### config.mk
export PLATFORM = sky130hd
export DESIGN_NAME = gcd_lcm_bezout_unit_top
export DESIGN_NICKNAME = d
export VERILOG_FILES = /design/src/hw/rtl/glb_pkg.sv /design/src/hw/rtl/glb_datapath.sv /design/src/hw/rtl/glb_ctrl.sv /design/src/hw/rtl/gcd_lcm_bezout_unit_top.sv
export VERILOG_INCLUDE_DIRS = /design/src /design/src/hw/rtl
export SDC_FILE = /design/constraint.sdc
export NUM_CORES = 2
export LEC_CHECK = 0
export BUFFER_PORTS_ARGS = -buffer_cell sky130_fd_sc_hd__buf_4
export CORE_ASPECT_RATIO = 0.75
export CORE_MARGIN = 1.5
export CORE_UTILIZATION = 55
export CTS_CLUSTER_SIZE = 25
export DETAILED_ROUTE_END_ITERATION = 6
export PLACE_DENSITY = 0.74
export SLEW_MARGIN = 30
export SYNTH_ARGS = -nofsm -noshare
export SYNTH_HDL_FRONTEND = slang
export SYNTH_SLANG_ARGS = --single-unit
### constraint.sdc
create_clock -name clock -period 17 [get_ports clock]
set_clock_uncertainty 0.15 [all_clocks]
set_input_delay 1.7 -clock clock [delete_from_list [all_inputs] [get_ports clock]]
set_output_delay 1.7 -clock clock [all_outputs]
set_load 0.03 [all_outputs]
### src/hw/rtl/gcd_lcm_bezout_unit_top_macros.svh
// Assertion macros for the gcd/lcm/Bezout unit
`ifndef GCD_LCM_BEZOUT_UNIT_TOP_MACROS_SVH
`define GCD_LCM_BEZOUT_UNIT_TOP_MACROS_SVH
// implication checked on every rising clock edge outside reset
`define GLB_ASSERT_IMP(label, clk, rst, ante, cons, msg) \
   label: assert property (@(posedge clk) disable iff (rst) (ante) |-> (cons)) \
      else $error(msg);
// next-cycle implication
`define GLB_ASSERT_NXT(label, clk, rst, ante, cons, msg) \
   label: assert property (@(posedge clk) disable iff (rst) (ante) |=> (cons)) \
      else $error(msg);
`endif

### src/hw/rtl/glb_pkg.sv
//------------------------------------------------------------------------------
// glb_pkg: shared types for the gcd/lcm/Bezout unit
// Controller states and the command/status structs between control and datapath.
//------------------------------------------------------------------------------
`timescale 1ns / 1ps
package glb_pkg;
   localparam int DATA_WIDTH_DEF = 64;
   localparam int FIELD_WIDTH    = 63;
   localparam int COEF_WIDTH     = 64;

   typedef enum logic [2:0] {
      ST_IDLE,
      ST_DIV,      // divide r0 by r1
      ST_MULS,     // s update multiply
      ST_MULT,     // t update multiply
      ST_LDIV,     // a / g
      ST_LMUL,     // (a/g) * b
      ST_DONE
   } state_type;

   typedef struct packed {
      logic load;       // capture operands
      logic div_start;  // start divider on r0 / r1
      logic ldiv_start; // start divider on a / g
      logic mul_s;      // q * s1 multiply request
      logic mul_t;      // q * t1 multiply request
      logic mul_l;      // (a/g) * b multiply request
      logic rotate;     // shift remainder and coefficient sequences
      logic finish;     // lcm result capture
   } cmd_type;

   typedef struct packed {
      logic r1_zero;
      logic div_done;
      logic mul_done;
      logic ab_nonzero;
   } sts_type;
endpackage

### src/hw/rtl/glb_datapath.sv
//------------------------------------------------------------------------------
// glb_datapath: registers and shared iterative units
// Euclid remainder sequence, restoring divider, shift-add multiplier.
//------------------------------------------------------------------------------
`timescale 1ns / 1ps
`include "gcd_lcm_bezout_unit_top_macros.svh"
module glb_datapath #(
   parameter int DATA_WIDTH = glb_pkg::DATA_WIDTH_DEF
) (
   input  logic                            clock,
   input  logic                            reset,
   input  glb_pkg::cmd_type                cmd,
   output glb_pkg::sts_type                sts,
   input  logic [glb_pkg::FIELD_WIDTH-1:0] req_operand_a,
   input  logic [glb_pkg::FIELD_WIDTH-1:0] req_operand_b,
   output logic [glb_pkg::FIELD_WIDTH-1:0] gcd_o,
   output logic [glb_pkg::COEF_WIDTH-1:0]  x_o,
   output logic [glb_pkg::COEF_WIDTH-1:0]  y_o,
   output logic [glb_pkg::FIELD_WIDTH-1:0] lcm_o,
   output logic                            ovf_o
);
   localparam int OW = DATA_WIDTH - 1;        // operand width
   localparam int CW = glb_pkg::COEF_WIDTH;
   localparam int DCW = $clog2(OW + 1);
   localparam int MCW = $clog2(CW + 1);
   localparam logic [OW-1:0] OMAX = {OW{1'b1}};

   logic [OW-1:0] a_ff, a_in, b_ff, b_in;
   logic [OW-1:0] r0_ff, r0_in, r1_ff, r1_in;
   logic [CW-1:0] s0_ff, s0_in, s1_ff, s1_in, t0_ff, t0_in, t1_ff, t1_in;
   // divider
   logic [OW-1:0]  dq_ff, dq_in, drem_ff, drem_in, dd_ff, dd_in;
   logic [DCW-1:0] dcnt_ff, dcnt_in;
   logic           dbusy_ff, dbusy_in;
   logic [OW:0]    dtrial;
   logic [OW:0]    dsub;
   // multiplier: acc += mcand when mplier bit set
   logic [CW-1:0]  macc_ff, macc_in, mcand_ff, mcand_in, mpl_ff, mpl_in;
   logic [MCW-1:0] mcnt_ff, mcnt_in;
   logic           mbusy_ff, mbusy_in, mhi_ff, mhi_in;
   logic [CW-1:0]  mcand_sh;
   logic [OW-1:0]  lcm_ff, lcm_in;
   logic           ovf_ff, ovf_in;
   logic           mul_any;
   // q*s1 product, held while the t multiply reuses the accumulator
   logic [CW-1:0]  qs_ff, qs_in;

   assign mul_any = cmd.mul_s | cmd.mul_t | cmd.mul_l;
   assign dtrial  = {drem_ff, dd_ff[OW-1]};
   assign dsub    = dtrial - {1'b0, r1_ff};
   assign mcand_sh = {mcand_ff[CW-2:0], 1'b0};

   // next-state logic
   always_comb begin
      a_in = a_ff; b_in = b_ff; r0_in = r0_ff; r1_in = r1_ff;
      s0_in = s0_ff; s1_in = s1_ff; t0_in = t0_ff; t1_in = t1_ff;
      dq_in = dq_ff; drem_in = drem_ff; dd_in = dd_ff; dcnt_in = dcnt_ff;
      dbusy_in = dbusy_ff;
      macc_in = macc_ff; mcand_in = mcand_ff; mpl_in = mpl_ff; mcnt_in = mcnt_ff;
      mbusy_in = mbusy_ff; mhi_in = mhi_ff;
      lcm_in = lcm_ff; ovf_in = ovf_ff;
      if (cmd.load) begin
         a_in = req_operand_a[OW-1:0]; b_in = req_operand_b[OW-1:0];
         r0_in = req_operand_a[OW-1:0]; r1_in = req_operand_b[OW-1:0];
         s0_in = CW'(1); s1_in = '0; t0_in = '0; t1_in = CW'(1);
      end
      // divider start: r0/r1 or a/g (g sits in r0 then, divisor swapped in)
      if (cmd.div_start) begin
         dd_in = r0_ff; drem_in = '0; dq_in = '0;
         dcnt_in = DCW'(OW); dbusy_in = 1'b1;
      end else if (cmd.ldiv_start) begin
         dd_in = a_ff; drem_in = '0; dq_in = '0;
         r1_in = r0_ff;                 // divisor = g
         dcnt_in = DCW'(OW); dbusy_in = 1'b1;
      end else if (dbusy_ff) begin
         dd_in = {dd_ff[OW-2:0], 1'b0};
         if (!dsub[OW]) begin
            drem_in = dsub[OW-1:0]; dq_in = {dq_ff[OW-2:0], 1'b1};
         end else begin
            drem_in = dtrial[OW-1:0]; dq_in = {dq_ff[OW-2:0], 1'b0};
         end
         dcnt_in = dcnt_ff - DCW'(1);
         if (dcnt_ff == DCW'(1)) dbusy_in = 1'b0;
      end
      // multiplier: one bit per cycle, low CW bits of product
      if (mul_any && !mbusy_ff && !mhi_ff) begin
         macc_in = '0; mpl_in = CW'(dq_ff); mbusy_in = 1'b1; mhi_in = 1'b0;
         mcnt_in = MCW'(CW);
         if (cmd.mul_s) mcand_in = s1_ff;
         else if (cmd.mul_t) mcand_in = t1_ff;
         else mcand_in = CW'(b_ff);
      end else if (mbusy_ff) begin
         if (mpl_ff[0]) begin
            macc_in = macc_ff + mcand_ff;
            if (cmd.mul_l && ({1'b0, macc_ff} + {1'b0, mcand_ff} > {1'b0, CW'(OMAX)}))
               mhi_in = 1'b1;
         end
         if (cmd.mul_l && mcand_ff[CW-1] && (mpl_ff >> 1) != '0) mhi_in = 1'b1;
         mcand_in = mcand_sh; mpl_in = mpl_ff >> 1;
         mcnt_in = mcnt_ff - MCW'(1);
         if (mcnt_ff == MCW'(1)) mbusy_in = 1'b0;
      end else if (mhi_ff && !mul_any) begin
         mhi_in = 1'b0;
      end
      // rotate: apply remainder and coefficient updates after the t multiply
      if (cmd.rotate) begin
         r0_in = r1_ff; r1_in = drem_ff;
         s0_in = s1_ff; s1_in = s0_ff - qs_ff;
         t0_in = t1_ff; t1_in = t0_ff - macc_ff;   // macc holds q*t1
      end
      if (cmd.finish) begin
         if (mhi_ff || (macc_ff > CW'(OMAX))) begin
            lcm_in = OMAX; ovf_in = 1'b1;
         end else begin
            lcm_in = macc_ff[OW-1:0]; ovf_in = 1'b0;
         end
         mhi_in = 1'b0;
      end
      if (cmd.load) begin
         lcm_in = '0; ovf_in = 1'b0; mhi_in = 1'b0;
      end
   end

   // q*s1 result in macc is cleared once the t multiply starts, so stash it
   always_comb begin
      qs_in = qs_ff;
      if (cmd.mul_t && !mbusy_ff && !mhi_ff) qs_in = macc_ff;
   end

   // registers
   always_ff @(posedge clock) begin
      a_ff <= a_in; b_ff <= b_in; r0_ff <= r0_in; r1_ff <= r1_in;
      s0_ff <= s0_in; t0_ff <= t0_in;
      s1_ff <= s1_in; t1_ff <= t1_in;
      dq_ff <= dq_in; drem_ff <= drem_in; dd_ff <= dd_in; dcnt_ff <= dcnt_in;
      macc_ff <= macc_in; mcand_ff <= mcand_in; mpl_ff <= mpl_in; mcnt_ff <= mcnt_in;
      qs_ff <= qs_in; lcm_ff <= lcm_in; ovf_ff <= ovf_in;
   end
   always_ff @(posedge clock) begin
      if (reset) begin
         dbusy_ff <= 1'b0; mbusy_ff <= 1'b0; mhi_ff <= 1'b0;
      end else begin
         dbusy_ff <= dbusy_in; mbusy_ff <= mbusy_in; mhi_ff <= mhi_in;
      end
   end

   // status and results
   assign sts.r1_zero    = (r1_ff == '0);
   assign sts.div_done   = !dbusy_ff;
   assign sts.mul_done   = !mbusy_ff;
   assign sts.ab_nonzero = (a_ff != '0) && (b_ff != '0);
   assign gcd_o = glb_pkg::FIELD_WIDTH'(r0_ff);
   assign x_o   = s0_ff;
   assign y_o   = t0_ff;
   assign lcm_o = glb_pkg::FIELD_WIDTH'(lcm_ff);
   assign ovf_o = ovf_ff;

   `GLB_ASSERT_IMP(a_div_mul_excl, clock, reset, dbusy_ff, !mbusy_ff, "divider and multiplier overlap")
   `GLB_ASSERT_NXT(a_div_starts, clock, reset, cmd.div_start, dbusy_ff, "divider did not start")
   `GLB_ASSERT_IMP(a_rot_idle, clock, reset, cmd.rotate, !dbusy_ff && !mbusy_ff, "rotate while busy")
endmodule

### src/hw/rtl/glb_ctrl.sv
//------------------------------------------------------------------------------
// glb_ctrl: sequencing state machine
// Steps Euclid iterations, then, if both operands are nonzero, the lcm divide and multiply.
//------------------------------------------------------------------------------
`timescale 1ns / 1ps
`include "gcd_lcm_bezout_unit_top_macros.svh"
module glb_ctrl (
   input  logic             clock,
   input  logic             reset,
   input  logic             start,
   output logic             busy,
   output logic             done_o,
   output glb_pkg::cmd_type cmd,
   input  glb_pkg::sts_type sts
);
   glb_pkg::state_type state_ff, state_in;
   logic               go_ff, go_in;   // first cycle of ST_DIV or of a multiply state

   always_ff @(posedge clock) begin
      if (reset) begin
         state_ff <= glb_pkg::ST_IDLE; go_ff <= 1'b0;
      end else begin
         state_ff <= state_in; go_ff <= go_in;
      end
   end

   // next state and commands; a multiply command drops in its done cycle
   always_comb begin
      state_in = state_ff; go_in = 1'b0; cmd = '0; done_o = 1'b0;
      busy = (state_ff != glb_pkg::ST_IDLE);
      unique case (state_ff)
         glb_pkg::ST_IDLE: begin
            if (start) begin
               cmd.load = 1'b1; state_in = glb_pkg::ST_DIV; go_in = 1'b1;
            end
         end
         glb_pkg::ST_DIV: begin
            if (go_ff) begin
               if (sts.r1_zero) begin
                  if (sts.ab_nonzero) begin
                     cmd.ldiv_start = 1'b1; state_in = glb_pkg::ST_LDIV;
                  end else state_in = glb_pkg::ST_DONE;
               end else cmd.div_start = 1'b1;
            end else if (sts.div_done) begin
               state_in = glb_pkg::ST_MULS; go_in = 1'b1;
            end
         end
         glb_pkg::ST_MULS: begin
            cmd.mul_s = 1'b1;
            if (!go_ff && sts.mul_done) begin
               cmd.mul_s = 1'b0;
               state_in = glb_pkg::ST_MULT; go_in = 1'b1;
            end
         end
         glb_pkg::ST_MULT: begin
            cmd.mul_t = 1'b1;
            if (!go_ff && sts.mul_done) begin
               cmd.mul_t = 1'b0; cmd.rotate = 1'b1;
               state_in = glb_pkg::ST_DIV; go_in = 1'b1;
            end
         end
         glb_pkg::ST_LDIV: begin
            if (sts.div_done) begin
               state_in = glb_pkg::ST_LMUL; go_in = 1'b1;
            end
         end
         glb_pkg::ST_LMUL: begin
            cmd.mul_l = 1'b1;
            if (!go_ff && sts.mul_done) begin
               cmd.mul_l = 1'b0;
               cmd.finish = 1'b1; state_in = glb_pkg::ST_DONE;
            end
         end
         glb_pkg::ST_DONE: begin
            done_o = 1'b1; state_in = glb_pkg::ST_IDLE;
         end
         default: state_in = glb_pkg::ST_IDLE;
      endcase
   end

   `GLB_ASSERT_NXT(a_start_busy, clock, reset, start && !busy, busy, "start not taken")
   `GLB_ASSERT_NXT(a_done_idle, clock, reset, done_o, !busy, "no return to idle")
   `GLB_ASSERT_IMP(a_one_mul, clock, reset, 1'b1, $onehot0({cmd.mul_s, cmd.mul_t, cmd.mul_l}), "two multiplies")
endmodule

### src/hw/rtl/gcd_lcm_bezout_unit_top.sv
// Each Euclid step runs a restoring divide of r0 by r1, then two shift-add
// multiplies (q*s1, q*t1); afterwards, if both operands are nonzero, the lcm
// divide a/g and the multiply (a/g)*b run, then the strobe.
// Throughput: one item at a time; busy stays high through the strobe cycle.
// Synchronous active-high reset returns the controller to idle, no result pending.
//------------------------------------------------------------------------------
// gcd_lcm_bezout_unit_top: extended Euclid unit with lcm
// Returns gcd, Bezout coefficients and saturated lcm for one operand pair.
//------------------------------------------------------------------------------
`timescale 1ns / 1ps
module gcd_lcm_bezout_unit_top #(
   parameter int DATA_WIDTH = glb_pkg::DATA_WIDTH_DEF
) (
   input  logic        clock,
   input  logic        reset,
   input  logic        start,
   output logic        busy,
   input  logic [62:0] req_operand_a,
   input  logic [62:0] req_operand_b,
   output logic        rsp_valid,
   output logic [62:0] rsp_gcd_value,
   output logic signed [63:0] rsp_coef_x,
   output logic signed [63:0] rsp_coef_y,
   output logic [62:0] rsp_lcm_value,
   output logic        rsp_lcm_overflow
);
   glb_pkg::cmd_type cmd;
   glb_pkg::sts_type sts;
   logic [63:0]      x_w, y_w;

   glb_ctrl u_ctrl (
      .clock(clock), .reset(reset), .start(start), .busy(busy),
      .done_o(rsp_valid), .cmd(cmd), .sts(sts)
   );

   glb_datapath #(.DATA_WIDTH(DATA_WIDTH)) u_dp (
      .clock(clock), .reset(reset), .cmd(cmd), .sts(sts),
      .req_operand_a(req_operand_a), .req_operand_b(req_operand_b),
      .gcd_o(rsp_gcd_value), .x_o(x_w), .y_o(y_w),
      .lcm_o(rsp_lcm_value), .ovf_o(rsp_lcm_overflow)
   );

   assign rsp_coef_x = signed'(x_w);
   assign rsp_coef_y = signed'(y_w);
endmodule
---- Word-level counts from Yosys, hierarchy flattened ----
Index checks and enable logic that the tools add are counted.
storage, ports and cells
  memory bits (read-only) ................. 0
  memories ................................ 0
  bits in latches ......................... 0
  output and inout port bits .............. 257
  bits in writable memories ............... 0
  register bits after elaboration ......... 1036
cells by class
  equal/unequal tests ..................... 17
  divide/modulo/power cells ............... 0
  muxes and demuxes ....................... 65
  reduce and logical (&&, ||, !) cells .... 31
  $mul .................................... 0
  bitwise gates (word level) .............. 2
  shift operators ......................... 0
  order comparisons ....................... 2
  add/subtract/negate cells ............... 7
operators by type and width
  kind                  count
  $mux 63               13
  $mux 64               10
  $sub 64x64->64        2
  $reduce_bool 63->1    2
  $add 64x64->65        1
  $gt 65x63->1 const B  1
  $add 64x64->64        1
  $gt 64x63->1 const B  1
  $reduce_bool 64->1    1
  $sub 64x63->64        1
  $logic_not 63->1      1
  $mux 1                29
  $mux 3                8
  $pmux 3 s6            1
  $logic_and 1x1->1     10
  $eq 3x3->1 const B    3
  $ne 3x3->1 const B    3
  $eq 7x1->1 const B    1
  $reduce_and 7->1      1
  $sub 7x1->7 const B   1
  $eq 3x2->1 const B    2
  $eq 6x1->1 const B    1
  $mux 2                3
  $ne 2x1->1 const B    3
  other kinds (15)      24

---- Longest topological paths before layout ----
  word-level depth ........................ 10
  gate-level depth with buffers ........... 17
  mapped depth without buffers ............ 15

---- Modules after synthesis ----
From an unflattened synthesis, not the netlist that was laid out.
unflattened totals
  cells, all modules ...................... 5790
  area, all modules ....................... 56559.2 µm²
by module, submodules not included
  module        instances  sequential area each (µm²)  area each (µm²)  cells each
  glb_datapath  1          27656.5                     56156.4          5733
  glb_ctrl      1          80.1                        402.9            57

---- Least setup slack after synthesis ----
OpenSTA, ideal clock, no wires.
  path kind ............................... input port to flip-flop
  start point ............................. input start
  end point ............................... register u_dp.r0_ff[0], in the netlist u_dp.gcd_o[0] (enable)
  stages on the path ...................... 5
  arrival ................................. 10.173 ns
  path slack .............................. 5.938 ns
  required time ........................... 16.111 ns
  buffers on the path ..................... 3
  cell sequence ........................... and3_1 -> clkbuf_1 -> clkbuf_1 -> clkbuf_1 -> nand2b_1
between the ends
  word-level cells in the longest chain between the ends .. 3
ends and longest elaborated chain
  element                             RTL line                       text
  start: declaration                  gcd_lcm_bezout_unit_top.sv:16  input logic start,
  $mux 1                              glb_ctrl.sv:33                 if (start) begin
  $mux 1                              glb_ctrl.sv:31                 unique case (state_ff)
  $reduce_bool 2->1 (no source line)  n/a
  end signal: assignment              glb_datapath.sv:132            a_ff <= a_in; b_ff <= b_in; r0_ff <= r0_in; r1_ff <= r1_in;
  end: declaration                    glb_datapath.sv:29             logic [OW-1:0] r0_ff, r0_in, r1_ff, r1_in;
No other way between the ends.
A chain may end at the register's enable or synchronous reset.

---- Worst setup path after layout ----
  start point ............................. register u_dp.r1_ff[35]
  end point ............................... register u_dp.drem_ff[2]
between the ends
  word-level cells in the longest chain between the ends .. 5
ends and longest elaborated chain
  element                                                                 RTL line             text
  start: declaration                                                      glb_datapath.sv:29
  start signal: assignment                                                glb_datapath.sv:132
  parallel branches: the longest is 5 deep, another holds $sub 64x63->64  n/a
  end signal: assignment                                                  glb_datapath.sv:135  dq_ff <= dq_in; drem_ff <= drem_in; dd_ff <= dd_in; dcnt_ff <= dcnt_in;
  end: declaration                                                        glb_datapath.sv:32   logic [OW-1:0] dq_ff, dq_in, drem_ff, drem_in, dd_ff, dd_in;
Parallel ways; which one is timed is not known.

==> metrics.yaml <==
outcome:
  status: "finished, final reports clean"
worst_setup_path:
  criticalPathCategory: "reg2reg"
  cpLargestDelayFamily: "compound AO/OA/AOI/OAI gates"
  cp_max_fo: 68
  worstPathCellList: "inv_1 -> ha_1 -> nand4_1 -> nor2_1 -> nand3_1 -> a211oi_1 -> a221oi_1 -> o31ai_1 -> nor2_1 -> a221o_1 -> xor2_4 -> buf_4 -> nor3_1 -> a21oi_1 -> a21oi_1"
  crit_start: "u_dp.r1_ff[35]"
  cpMaxStageDelayCell: "xor2_4"
  endpoint: "u_dp.drem_ff[2]"
  r2r_end: "u_dp.drem_ff[2]"
  end_kind: "flop"
  rrSetupSlack_ns: 11.60
  crit_buf_inv: 2
  crit_arrival_ns: 5.81
  slowest_delay_ns: 0.77
  r2r_cells: 15
  r2r-start: "u_dp.r1_ff[35]"
  crit_required_ns: 17.41
  start_kind: "flop"
  worst-path-stages: 15
power_and_ir_drop:
  peakVddDrop_mv: 0.123
  power.internal_mw: 7.03
  p_per_area_nw_per_um2: 202
  switching_share: 0.440
  switchingPower_mw: 5.52
  pwr-share-clk: 0.184
  power_frac_comb: 0.480
  leakagePower_nw: 25.2
  total_power_mw: 12.5
  seq_power_share: 0.336
floorplanning:
  die_area_sq_um: 102000
  rows: 100
  start_util: 0.554
  die_y_microns: 276
  ioPinCount: 386
  dieWidth_microns: 368
  core_sq_um: 99000
global_routing:
  grt_pass1_wl_microns: 256000
  grt_antenna_before_repair: 8
  grt_max_degree: 197
  grt_pass1_vias: 42100
  track_usage: 0.325
  grt_overflow: 0
final_layout:
  drive_gt1_frac: 0.107
  n_fill_cell: 8111
  multi_input_area_sq_um: 25100
  area_growth_pct: 13.4
  area.sequential_sq_um: 27700
  fin_area_sq_um: 62200
  nNetsFinal: 6374
  final_util: 0.628
min_path:
  min_from: "u_dp.lcm_o[44]"
  hold_path.class: "reg2reg"
synth:
  synth_compound_area_frac: 0.162
  synth_xor_area_frac: 0.0373
  synth-simple-area-share: 0.170
  seq_area_frac_synth: 0.506
  syn_nets: 6157
  synth_warnings: 0
  async_flop_share: 0
  yosysMostFrequentCell: "nand2_1"
  synthMuxAreaShare: 0.0245
  synth_top_cell_by_area: "edfxtp_1"
  syn_area_sq_um: 54800
  synth.area.top_cells: "edfxtp_1 38%, dfxtp_1 12%, ha_1 5.9%"
  synth-adder-area-share: 0.0601
  synth_top_family_by_area: "simple AND/OR/NAND/NOR gates"
  ys.flop_type: "edfxtp_1"
  synth.avg_cell_area_sq_um: 9.51
  synth_top_area_frac: 0.383
  synthCells: 5767
  synth_seq_cells: 1036
  synth_edf_count: 699
  synth_common_cells: "819 x nand2_1, 699 x edfxtp_1, 564 x nor2_1"
  synth_cell_type_count: 82
clocking:
  clk_path_buf_depth: 3
  post_cts_buffers: 0
  root_buffer: "clkbuf_16"
  cts_hold_buf: 0
  numClockSinks: 1036
  clock_latency_ns: 0.72
  cts.reportedPaths.clkPinSlew_ns: 0.07
  cts-resized-gates: 0
  cts_buffers: 102
  h-tree-depth: 3
  cts_tree: "done"
sta:
  hold_viol: 0
  hold_slack_ns: 0.343
  relSlewSlack: 0.269
  finalSetupTns_ns: 0
  fmax_mhz: 185
  rsz0062_at_grt: "no"
  period_minus_slack_ns: 5.40
  setup_viol: 0
  worst_pin_slew_ns: 1.09
  layout_worst_path_cycle_share: 0.318
  slew_violations: 0
drt:
  viasPerCell: 6.10
  routed_wl_microns: 170000
  drc: 0
  via_count: 45200
  first_pass_iters: 7
  wl_per_cell_microns: 22.9
  drt-initial-drc-count: 5172
  postRouteAntennaNets: 0
placed_design:
  dpl-instance-area_sq_um: 58700
  io_buffers: 385
  post-dp-hpwl_microns: 122000
  gp_congestion: 0.958
job:
  max_cap_viol_count: 0
-- tightest hold or removal path: stages, from the launching register on --
cell	delay [ns]
dfxtp_1	0.31
nor2_1	0.09
nor3_1	0.05
-- cells by family (layout without fill, tap and decap cells) --
kind of cell | after synthesis | count (layout)
compound gates | 1440 | 1440
xor+xnor | 233 | 233
fa+ha+maj | 261 | 261
buf+inv | 580 | 886
flops | 1036 | 1036
mux | 134 | 134
other cells | 0 | 3
simple gates | 2083 | 2083
-- flip-flops by register name (all words and copies together) (netlist names), 63 cells and up --
signal,cells
u_dp.macc_ff,64
u_dp.mcand_ff,64
u_dp.qs_ff,64
u_dp.s1_ff,64
u_dp.t1_ff,64
u_dp.x_o,64
u_dp.y_o,64
u_dp.a_ff,63
u_dp.b_ff,63
u_dp.dd_ff,63
u_dp.dq_ff,63
u_dp.drem_ff,63
u_dp.gcd_o,63
u_dp.lcm_o,63
u_dp.mpl_ff,63
u_dp.r1_ff,63
-- power by group through the flow --
stage	registers (mW)	logic (mW)	clock network [mW]
6_report	4.22	6.02	2.30
5_1_grt	4.28	6.60	2.42
4_1_cts	4.19	5.91	2.33
3_5_place_dp	4.24	5.87	0
3_3_place_gp	4.23	5.83	0
2_1_floorplan	4.33	4.12	0
-- placed cells by master, fill, tap and decap left out, types with 74 or more instances in the layout --
master and count:
a221oi_1 74, xor2_1 103, a21o_1 141, buf_4 417, nand2_1 817, inv_1 263
a21oi_1 465, dfxtp_1 336, clkbuf_16 103, mux2i_1 133, o21ai_0 396, ha_1 257
nor3_1 190, nor2_1 562, xnor2_1 128, edfxtp_1 699, and2_1 140
-- final cells by class --
| type | count | share of cell area |
|---|---|---|
| tap | 1326 | 0.0267 |
| multi-input combinational | 4151 | 0.403 |
| clock buffer | 150 | 0.0464 |
| clock inverter | 43 | 0.00742 |
| antenna | 3 | 0.000121 |
| sequential | 1036 | 0.446 |
| inverter | 264 | 0.0159 |
| timing repair buffer | 429 | 0.0541 |
-- through the flow --
step	worst slack (ns)	std cells
after global placement	11.32	7200
after floorplan	5.94	5767
final	11.60	7402
after global routing	11.19	7399
after CTS	11.49	7394
after detailed placement	11.51	7201
-- layer usage --
layer / wire (microns) / part of all wire / up-vias / global-route usage
li1: - / - / 21100 / -
met1: 75300 / 0.44 / 21700 / 0.487
met2: 72200 / 0.43 / 2145 / 0.473
met3: 17700 / 0.10 / 233 / 0.0706
met4: 4460 / 0.026 / 2 / 0.0880
met5: 8 / 0.000047 / - / 0
-- worst min-delay path by stage --
stage,slack (ns),to,cells after the start
global route,0.37,u_dp.dcnt_ff[5],2
floorplan,0.30,u_dp.dq_ff[62],2
global placement,0.32,u_dp.dq_ff[62],2
detailed placement,0.33,u_dp.dq_ff[62],2
finish,0.34,u_dp.lcm_o[44],2
CTS,0.35,u_dp.mcnt_ff[1],2
Power figures use the tool's default switching activity.
